`src/hw/rtl/gic_pkg.sv`:
```
`default_nettype none

package gic_pkg;

  localparam int BANK_COUNT = 4;
  localparam int BANK_W     = $clog2(BANK_COUNT);
  localparam int PINS       = 32;

  localparam logic [7:0]  CAP_OFFSET = 8'hA0;
  localparam logic [31:0] CAP_VALUE  = 32'h0001_0000 | (32'(BANK_COUNT) << 8)
                                     | 32'(BANK_COUNT * PINS);

  // access kind carried in the cmd field
  localparam logic ACC_READ  = 1'b0;
  localparam logic ACC_WRITE = 1'b1;

  // register group codes, offset bits 7:4
  localparam logic [3:0] GRP_OUT  = 4'h0;
  localparam logic [3:0] GRP_SET  = 4'h1;
  localparam logic [3:0] GRP_CLR  = 4'h2;
  localparam logic [3:0] GRP_IN   = 4'h3;
  localparam logic [3:0] GRP_DIR  = 4'h4;
  localparam logic [3:0] GRP_IE   = 4'h5;
  localparam logic [3:0] GRP_TRIG = 4'h6;
  localparam logic [3:0] GRP_POL  = 4'h7;
  localparam logic [3:0] GRP_STAT = 4'h8;
  localparam logic [3:0] GRP_LOOP = 4'h9;

  typedef logic [PINS-1:0] word_t;
  typedef word_t [BANK_COUNT-1:0] bank_words_t;

  typedef struct packed {
    bank_words_t outw;
    bank_words_t dirw;
    bank_words_t iew;
    bank_words_t edgew;
    bank_words_t polw;
    bank_words_t statw;
    bank_words_t loopw;
  } gpio_state_t;

  typedef struct packed {
    logic       cmd;
    logic [7:0] offset;
    logic [2:0] nbytes;
    word_t      wdata;
  } acc_t;

  typedef struct packed {
    word_t rdata;
    logic  err;
    logic  irq;
  } rsp_t;

  function automatic word_t size_mask(input logic [2:0] n);
    word_t m;
    case (n)
      3'd0:    m = '0;
      3'd1:    m = 32'h0000_00FF;
      3'd2:    m = 32'h0000_FFFF;
      3'd3:    m = 32'h00FF_FFFF;
      default: m = '1;
    endcase
    return m;
  endfunction

endpackage

`default_nettype wire

```
`src/hw/rtl/gic_req_if.sv`:
```
`default_nettype none

interface gic_req_if;
  logic        valid;
  logic        ready;
  logic        cmd;
  logic [7:0]  offset;
  logic [2:0]  access_bytes;
  logic [31:0] write_data;

  modport source (output valid, cmd, offset, access_bytes, write_data, input ready);
  modport sink   (input valid, cmd, offset, access_bytes, write_data, output ready);
endinterface

`default_nettype wire

```
`src/hw/rtl/gic_rsp_if.sv`:
```
`default_nettype none

interface gic_rsp_if;
  logic        valid;
  logic        ready;
  logic [31:0] read_data;
  logic        bus_error;
  logic        irq_level;

  modport source (output valid, read_data, bus_error, irq_level, input ready);
  modport sink   (input valid, read_data, bus_error, irq_level, output ready);
endinterface

`default_nettype wire

```
`src/hw/rtl/gic_irq.sv`:
```
`default_nettype none

module gic_irq (
  input  gic_pkg::gpio_state_t st,
  output logic                 irq
);
  import gic_pkg::*;

  logic [BANK_COUNT-1:0] hit;

  always_comb begin
    for (int k = 0; k < BANK_COUNT; k++) begin
      // edge status, level high, level low; only loopback pins drive levels
      hit[k] = |((st.statw[k] & st.edgew[k] & st.iew[k])
               | (~st.edgew[k] & st.polw[k] & st.iew[k] & st.outw[k] & st.loopw[k])
               | (~st.edgew[k] & ~st.polw[k] & st.iew[k] & st.loopw[k]
                  & ~(st.outw[k] & st.loopw[k])));
    end
    irq = |hit;
  end

endmodule

`default_nettype wire

```
`src/hw/rtl/gic_regs.sv`:
```
`default_nettype none

module gic_regs (
  input  logic          clk,
  input  logic          rst_n,
  input  logic          we,
  input  gic_pkg::acc_t acc,
  output gic_pkg::rsp_t rsp
);
  import gic_pkg::*;

  gpio_state_t       state_r;
  gpio_state_t       state_nxt;
  logic [BANK_W-1:0] bank;
  logic [3:0]        grp;
  logic              err;
  word_t             mask;
  word_t             wval;
  word_t             out_new;
  word_t             out_old;
  word_t             armed;
  word_t             rd_raw;
  logic              wr_out;
  logic              irq_nxt;

  always_comb begin
    bank      = acc.offset[3:2];
    grp       = acc.offset[7:4];
    err       = acc.offset > CAP_OFFSET;
    mask      = size_mask(acc.nbytes);
    wval      = acc.wdata & mask;
    state_nxt = state_r;
    out_old   = state_r.outw[bank];
    out_new   = out_old;
    wr_out    = 1'b0;

    if (acc.cmd == ACC_WRITE && !err && acc.offset != CAP_OFFSET) begin
      unique case (grp)
        GRP_OUT:  begin out_new = wval;            wr_out = 1'b1; end
        GRP_SET:  begin out_new = out_old | wval;  wr_out = 1'b1; end
        GRP_CLR:  begin out_new = out_old & ~wval; wr_out = 1'b1; end
        GRP_DIR:  state_nxt.dirw[bank]  = wval;
        GRP_IE:   state_nxt.iew[bank]   = wval;
        GRP_TRIG: state_nxt.edgew[bank] = wval;
        GRP_POL:  state_nxt.polw[bank]  = wval;
        GRP_STAT: state_nxt.statw[bank] = state_r.statw[bank] & ~wval;
        GRP_LOOP: state_nxt.loopw[bank] = wval;
        default:  ;
      endcase
    end

    // latch edges of the selected polarity on armed loopback pins when the output word changes
    armed = state_r.loopw[bank] & state_r.edgew[bank] & state_r.iew[bank];
    if (wr_out) begin
      state_nxt.outw[bank]  = out_new;
      state_nxt.statw[bank] = state_r.statw[bank]
                            | (((out_new & ~out_old & state_r.polw[bank])
                              | (~out_new & out_old & ~state_r.polw[bank])) & armed);
    end

    unique case (grp) inside
      GRP_OUT, GRP_SET, GRP_CLR: rd_raw = state_r.outw[bank];
      GRP_IN:   rd_raw = state_r.outw[bank] & state_r.loopw[bank];
      GRP_DIR:  rd_raw = state_r.dirw[bank];
      GRP_IE:   rd_raw = state_r.iew[bank];
      GRP_TRIG: rd_raw = state_r.edgew[bank];
      GRP_POL:  rd_raw = state_r.polw[bank];
      GRP_STAT: rd_raw = state_r.statw[bank];
      GRP_LOOP: rd_raw = state_r.loopw[bank];
      default:  rd_raw = '0;
    endcase

    if (acc.cmd == ACC_READ && !err) begin
      rsp.rdata = ((acc.offset == CAP_OFFSET) ? CAP_VALUE : rd_raw) & mask;
    end else begin
      rsp.rdata = '0;
    end
    rsp.err = err;
    rsp.irq = irq_nxt;
  end

  gic_irq u_irq (
    .st  (state_nxt),
    .irq (irq_nxt)
  );

  always_ff @(posedge clk) begin
    if (!rst_n) begin
      state_r <= '0;
    end else if (we) begin
      state_r <= state_nxt;
    end
  end

endmodule

`default_nettype wire

```
`src/hw/rtl/gpio_interrupt_controller_unit.sv`:
```
// GPIO register block with four banks of 32 pins and edge/level interrupts.
// Each request beat is one bus read or write; it is registered, applied to
// the bank registers as it leaves the request stage, and its response
// (read data, bus error, interrupt level after the access) is held in an
// output register. One access per cycle is sustained while responses are
// taken; a new request is accepted while its predecessor advances.
// Back-pressure on the response side stalls the request side only
// once both the request stage and the response register are occupied.
`default_nettype none

module gpio_interrupt_controller_unit (
  input logic      clk,
  input logic      rst_n,
  gic_req_if.sink  in_ch,
  gic_rsp_if.source out_ch
);
  import gic_pkg::*;

  logic s1_valid_r;
  logic s1_valid_nxt;
  acc_t s1_acc_r;
  logic out_valid_r;
  logic out_valid_nxt;
  rsp_t out_rsp_r;
  rsp_t rsp;
  logic adv;
  logic in_fire;

  assign adv          = s1_valid_r && (!out_valid_r || out_ch.ready);
  assign in_ch.ready  = !s1_valid_r || adv;
  assign in_fire      = in_ch.valid && in_ch.ready;

  always_comb begin
    s1_valid_nxt = in_fire ? 1'b1 : (adv ? 1'b0 : s1_valid_r);
    if (adv) begin
      out_valid_nxt = 1'b1;
    end else if (out_ch.ready) begin
      out_valid_nxt = 1'b0;
    end else begin
      out_valid_nxt = out_valid_r;
    end
  end

  gic_regs u_regs (
    .clk   (clk),
    .rst_n (rst_n),
    .we    (adv),
    .acc   (s1_acc_r),
    .rsp   (rsp)
  );

  always_ff @(posedge clk) begin
    if (!rst_n) begin
      s1_valid_r  <= 1'b0;
      out_valid_r <= 1'b0;
    end else begin
      s1_valid_r  <= s1_valid_nxt;
      out_valid_r <= out_valid_nxt;
    end
  end

  // payload: capture request beat, hold response until taken
  always_ff @(posedge clk) begin
    if (in_fire) begin
      s1_acc_r.cmd    <= in_ch.cmd;
      s1_acc_r.offset <= in_ch.offset;
      s1_acc_r.nbytes <= in_ch.access_bytes;
      s1_acc_r.wdata  <= in_ch.write_data;
    end
    if (adv) begin
      out_rsp_r <= rsp;
    end
  end

  assign out_ch.valid     = out_valid_r;
  assign out_ch.read_data = out_rsp_r.rdata;
  assign out_ch.bus_error = out_rsp_r.err;
  assign out_ch.irq_level = out_rsp_r.irq;

endmodule

`default_nettype wire

```
`src/flat_wrapper.sv`:
```
// flat-port wrapper written by rule: the top's interface ports become plain ports
module gpio_interrupt_controller_unit_flat import gic_pkg::*;
  (clk, rst_n, in_ch_valid, in_ch_cmd, in_ch_offset, in_ch_access_bytes, in_ch_write_data, in_ch_ready, out_ch_valid, out_ch_read_data, out_ch_bus_error, out_ch_irq_level, out_ch_ready);
  gic_req_if in_ch_i ();
  gic_rsp_if out_ch_i ();
  input logic clk;
  input logic rst_n;
  input wire logic [$bits(in_ch_i.valid)-1:0] in_ch_valid;
  input wire logic [$bits(in_ch_i.cmd)-1:0] in_ch_cmd;
  input wire logic [$bits(in_ch_i.offset)-1:0] in_ch_offset;
  input wire logic [$bits(in_ch_i.access_bytes)-1:0] in_ch_access_bytes;
  input wire logic [$bits(in_ch_i.write_data)-1:0] in_ch_write_data;
  output wire logic [$bits(in_ch_i.ready)-1:0] in_ch_ready;
  output wire logic [$bits(out_ch_i.valid)-1:0] out_ch_valid;
  output wire logic [$bits(out_ch_i.read_data)-1:0] out_ch_read_data;
  output wire logic [$bits(out_ch_i.bus_error)-1:0] out_ch_bus_error;
  output wire logic [$bits(out_ch_i.irq_level)-1:0] out_ch_irq_level;
  input wire logic [$bits(out_ch_i.ready)-1:0] out_ch_ready;
  assign in_ch_i.valid = in_ch_valid;
  assign in_ch_i.cmd = in_ch_cmd;
  assign in_ch_i.offset = in_ch_offset;
  assign in_ch_i.access_bytes = in_ch_access_bytes;
  assign in_ch_i.write_data = in_ch_write_data;
  assign in_ch_ready = in_ch_i.ready;
  assign out_ch_valid = out_ch_i.valid;
  assign out_ch_read_data = out_ch_i.read_data;
  assign out_ch_bus_error = out_ch_i.bus_error;
  assign out_ch_irq_level = out_ch_i.irq_level;
  assign out_ch_i.ready = out_ch_ready;
  gpio_interrupt_controller_unit u_core (.clk(clk), .rst_n(rst_n), .in_ch(in_ch_i), .out_ch(out_ch_i));
endmodule
```
`config.mk`:
```
export PLATFORM = sky130hd
export DESIGN_NAME = gpio_interrupt_controller_unit_flat
export DESIGN_NICKNAME = d
export VERILOG_FILES = /design/src/hw/rtl/gic_pkg.sv /design/src/hw/rtl/gic_req_if.sv /design/src/hw/rtl/gic_rsp_if.sv /design/src/hw/rtl/gic_irq.sv /design/src/hw/rtl/gic_regs.sv /design/src/hw/rtl/gpio_interrupt_controller_unit.sv /design/src/flat_wrapper.sv
export SDC_FILE = /design/constraint.sdc
export NUM_CORES = 2
export LEC_CHECK = 0
export ABC_AREA = 0
export BUFFER_PORTS_ARGS = -buffer_cell sky130_fd_sc_hd__buf_2
export CORE_ASPECT_RATIO = 1.25
export CORE_MARGIN = 3
export CORE_UTILIZATION = 31
export DETAILED_ROUTE_END_ITERATION = 16
export PLACE_DENSITY = 0.46
export RECOVER_POWER = 25
export SETUP_SLACK_MARGIN = 0.2
export SYNTH_ARGS = -nofsm -noshare
export SYNTH_HDL_FRONTEND = slang
export SYNTH_HIERARCHICAL = 1
export SYNTH_SLANG_ARGS = --single-unit
export TNS_END_PERCENT = 50
```
`constraint.sdc`:
```
create_clock -name clk -period 6.7 [get_ports clk]
set_input_delay 0.67 -clock clk [delete_from_list [all_inputs] [get_ports clk]]
set_output_delay 0.67 -clock clk [all_outputs]
set_load 0.01 [all_outputs]
```
==> reports/metrics.cfg <==
[global_routing]
grt_antenna_before_repair=24
grt_pass1_wl_um=478000
grt_max_degree=160
overflow=0
grt_usage=0.349
grt_pass1_vias=55819

[cts]
clock_latency_ns=0.80
post_cts_buffers=0
cts_tree=built
clk_pin_slew_ns=0.07
cts_resized=0
clockBufferDepth=3
cts_buffers=109
root_buffer=clkbuf_16
htreeDepth=3
hold_buffers=0
cts_sinks=976

[yosys]
avgSynthCellArea_um2=8.13
synthesis.area_um2=59100
synthCells=7270
synth_fp_nets=7318
ys_warn_count=6

[worst_setup_path]
worstSetupStartpointType=flop
cp.required_ns=7.24
path_max_fanout=40
cp-end-kind=flop
cp.arrival_ns=6.75
critPathKind=reg2reg

[die]
dieArea_um2=196000
fp.dieH_um=494
die_w_um=397
rows=178
io_pins=84
core_um2=189000
start_util=0.313

[placed_design]
dp_hpwl_um=234000
place.gp.congestion=1.03
io_buffers=83

[pwr]
ir_worst_vdd_v=0.000224
p_leak_nw=22.0
powerDensity_nw_per_um2=212

[sta]
hold_viol=0
fin_hold_ws_ns=0.0434
tns_ns=0
timing.final.crit_share=0.926
fin_crit_ns=6.21
finalSetupViolations=0
max_freq_mhz=161
tightest_slew_ns=3.48
finClkSkew_ns=0.0416
slew_violations=328
rsz0062_at_grt=false
maxSlewHeadroom=-1.32

[routing]
ant_nets=0
remaining_drc_errors=0
wl_per_cell_um=37.0
vias=61476
first_pass_iters=9
routed_wl_um=356000
drtIter0Drc=9347
drt-vias-per-instance=6.39

[hold_path]
holdCritPathClass=in2reg

[finish]
drive_gt1_frac=0.138
n_fill_cell=19624
num-nets-final=7036
area_growth_syn_to_layout_pct=11.8

[run_status]
status=complete, but fails checks
violations=max-capacitance violations, max-slew violations

[run]
max-cap-violations=7

worst max-delay path, cell delays in order, from the launching register on:
cell and delay (ns):
edfxtp_1 0.70, clkbuf_1 0.53, nor4bb_4 0.49, nand4_1 0.34, buf_12 0.31, o21ai_0 1.09, o22ai_2 0.31, nor4_1 0.79
buf_4 0.23, nand4_1 0.09, or4_1 0.51, or4_1 0.51
cells in the final DEF, fill, tap and decap left out, types with 102 or more instances in the layout:
cell and instances:
nand2_1 1714, dfxtp_1 898, o21ai_0 549, a21boi_0 538, nand3_1 397, buf_4 241
nor2_1 239, mux4_2 224, a21oi_1 182, mux2i_1 140, xnor2_1 128, o221ai_1 124
clkbuf_16 110, nor2b_1 109, or2_2 107, o211a_1 102
path summary, 6_finish.rpt:
path | from | endpoint | slack, ns | cells after the start
worst max register to register | u_core/s1_acc_r[40]$_DFFE_PP_ | u_core/out_ch.irq_level$_DFFE_PP_ | 0.49 | 11
worst max-delay path | u_core/s1_acc_r[40]$_DFFE_PP_ | u_core/out_ch.irq_level$_DFFE_PP_ | 0.49 | 11
worst min register to register | u_core/u_regs/state_r[649]$_SDFFE_PN0P_ | u_core/u_regs/state_r[649]$_SDFFE_PN0P_ | 0.46 | 2
worst min-delay path | in_ch_write_data[17] | u_core/s1_acc_r[17]$_DFFE_PP_ | 0.04 | 1
state kept, by name (all words and copies together) (netlist names):
| signal | count |
|---|---|
| u_core/out_ch.bus_error | 1 |
| u_core/out_ch.irq_level | 1 |
| u_core/out_ch.read_data | 32 |
| u_core/out_ch.valid | 1 |
| u_core/s1_acc_r | 44 |
| u_core/s1_valid_r | 1 |
| u_core/u_regs/state_r | 896 |
cell type report:
cell class              count  area (um^2)  area share
multi-input cells        5503        35800       0.541
inverters                  36          143     0.00216
repair buffers            362         2840      0.0430
flip-flops and latches    976        20300       0.307
clock buffers             146         3040      0.0460
clock inverters            60          774      0.0117
diodes                     16         40.0    0.000606
well taps                2520         3150      0.0477
report_power, final:
| part | internal, W | total (W) | leakage, nW | switching (W) |
|---|---|---|---|---|
| clock network | 0.00383 | 0.00670 | 1.84 | 0.00287 |
| logic | 0.000351 | 0.00127 | 12.1 | 0.000922 |
| registers | 0.00595 | 0.00604 | 7.99 | 0.0000837 |
| total | 0.0101 | 0.0140 | 22.0 | 0.00387 |
layer usage:
layer	GRT usage	vias to the layer above	share of wire
li1	-	25510	-
met1	0.429	30341	0.37
met2	0.521	4405	0.43
met3	0.0845	1202	0.11
met4	0.275	18	0.094
met5	0.000734	-	0.00038
through the flow:
stage	worst slack, ns	area, um^2	utilization	instances	power [W]
detailed placement	0.949	62400	0.330	9397	0.00739
finish	0.494	66100	0.350	9619	0.0140
floorplan	2.71	59100	-	7270	0.00684
global route	0.526	66100	0.350	9606	0.0143
global placement	0.946	62400	0.330	9396	0.00738
CTS	0.935	66200	0.351	9603	0.0140
No activity file was read; power rests on OpenSTA's default activity.
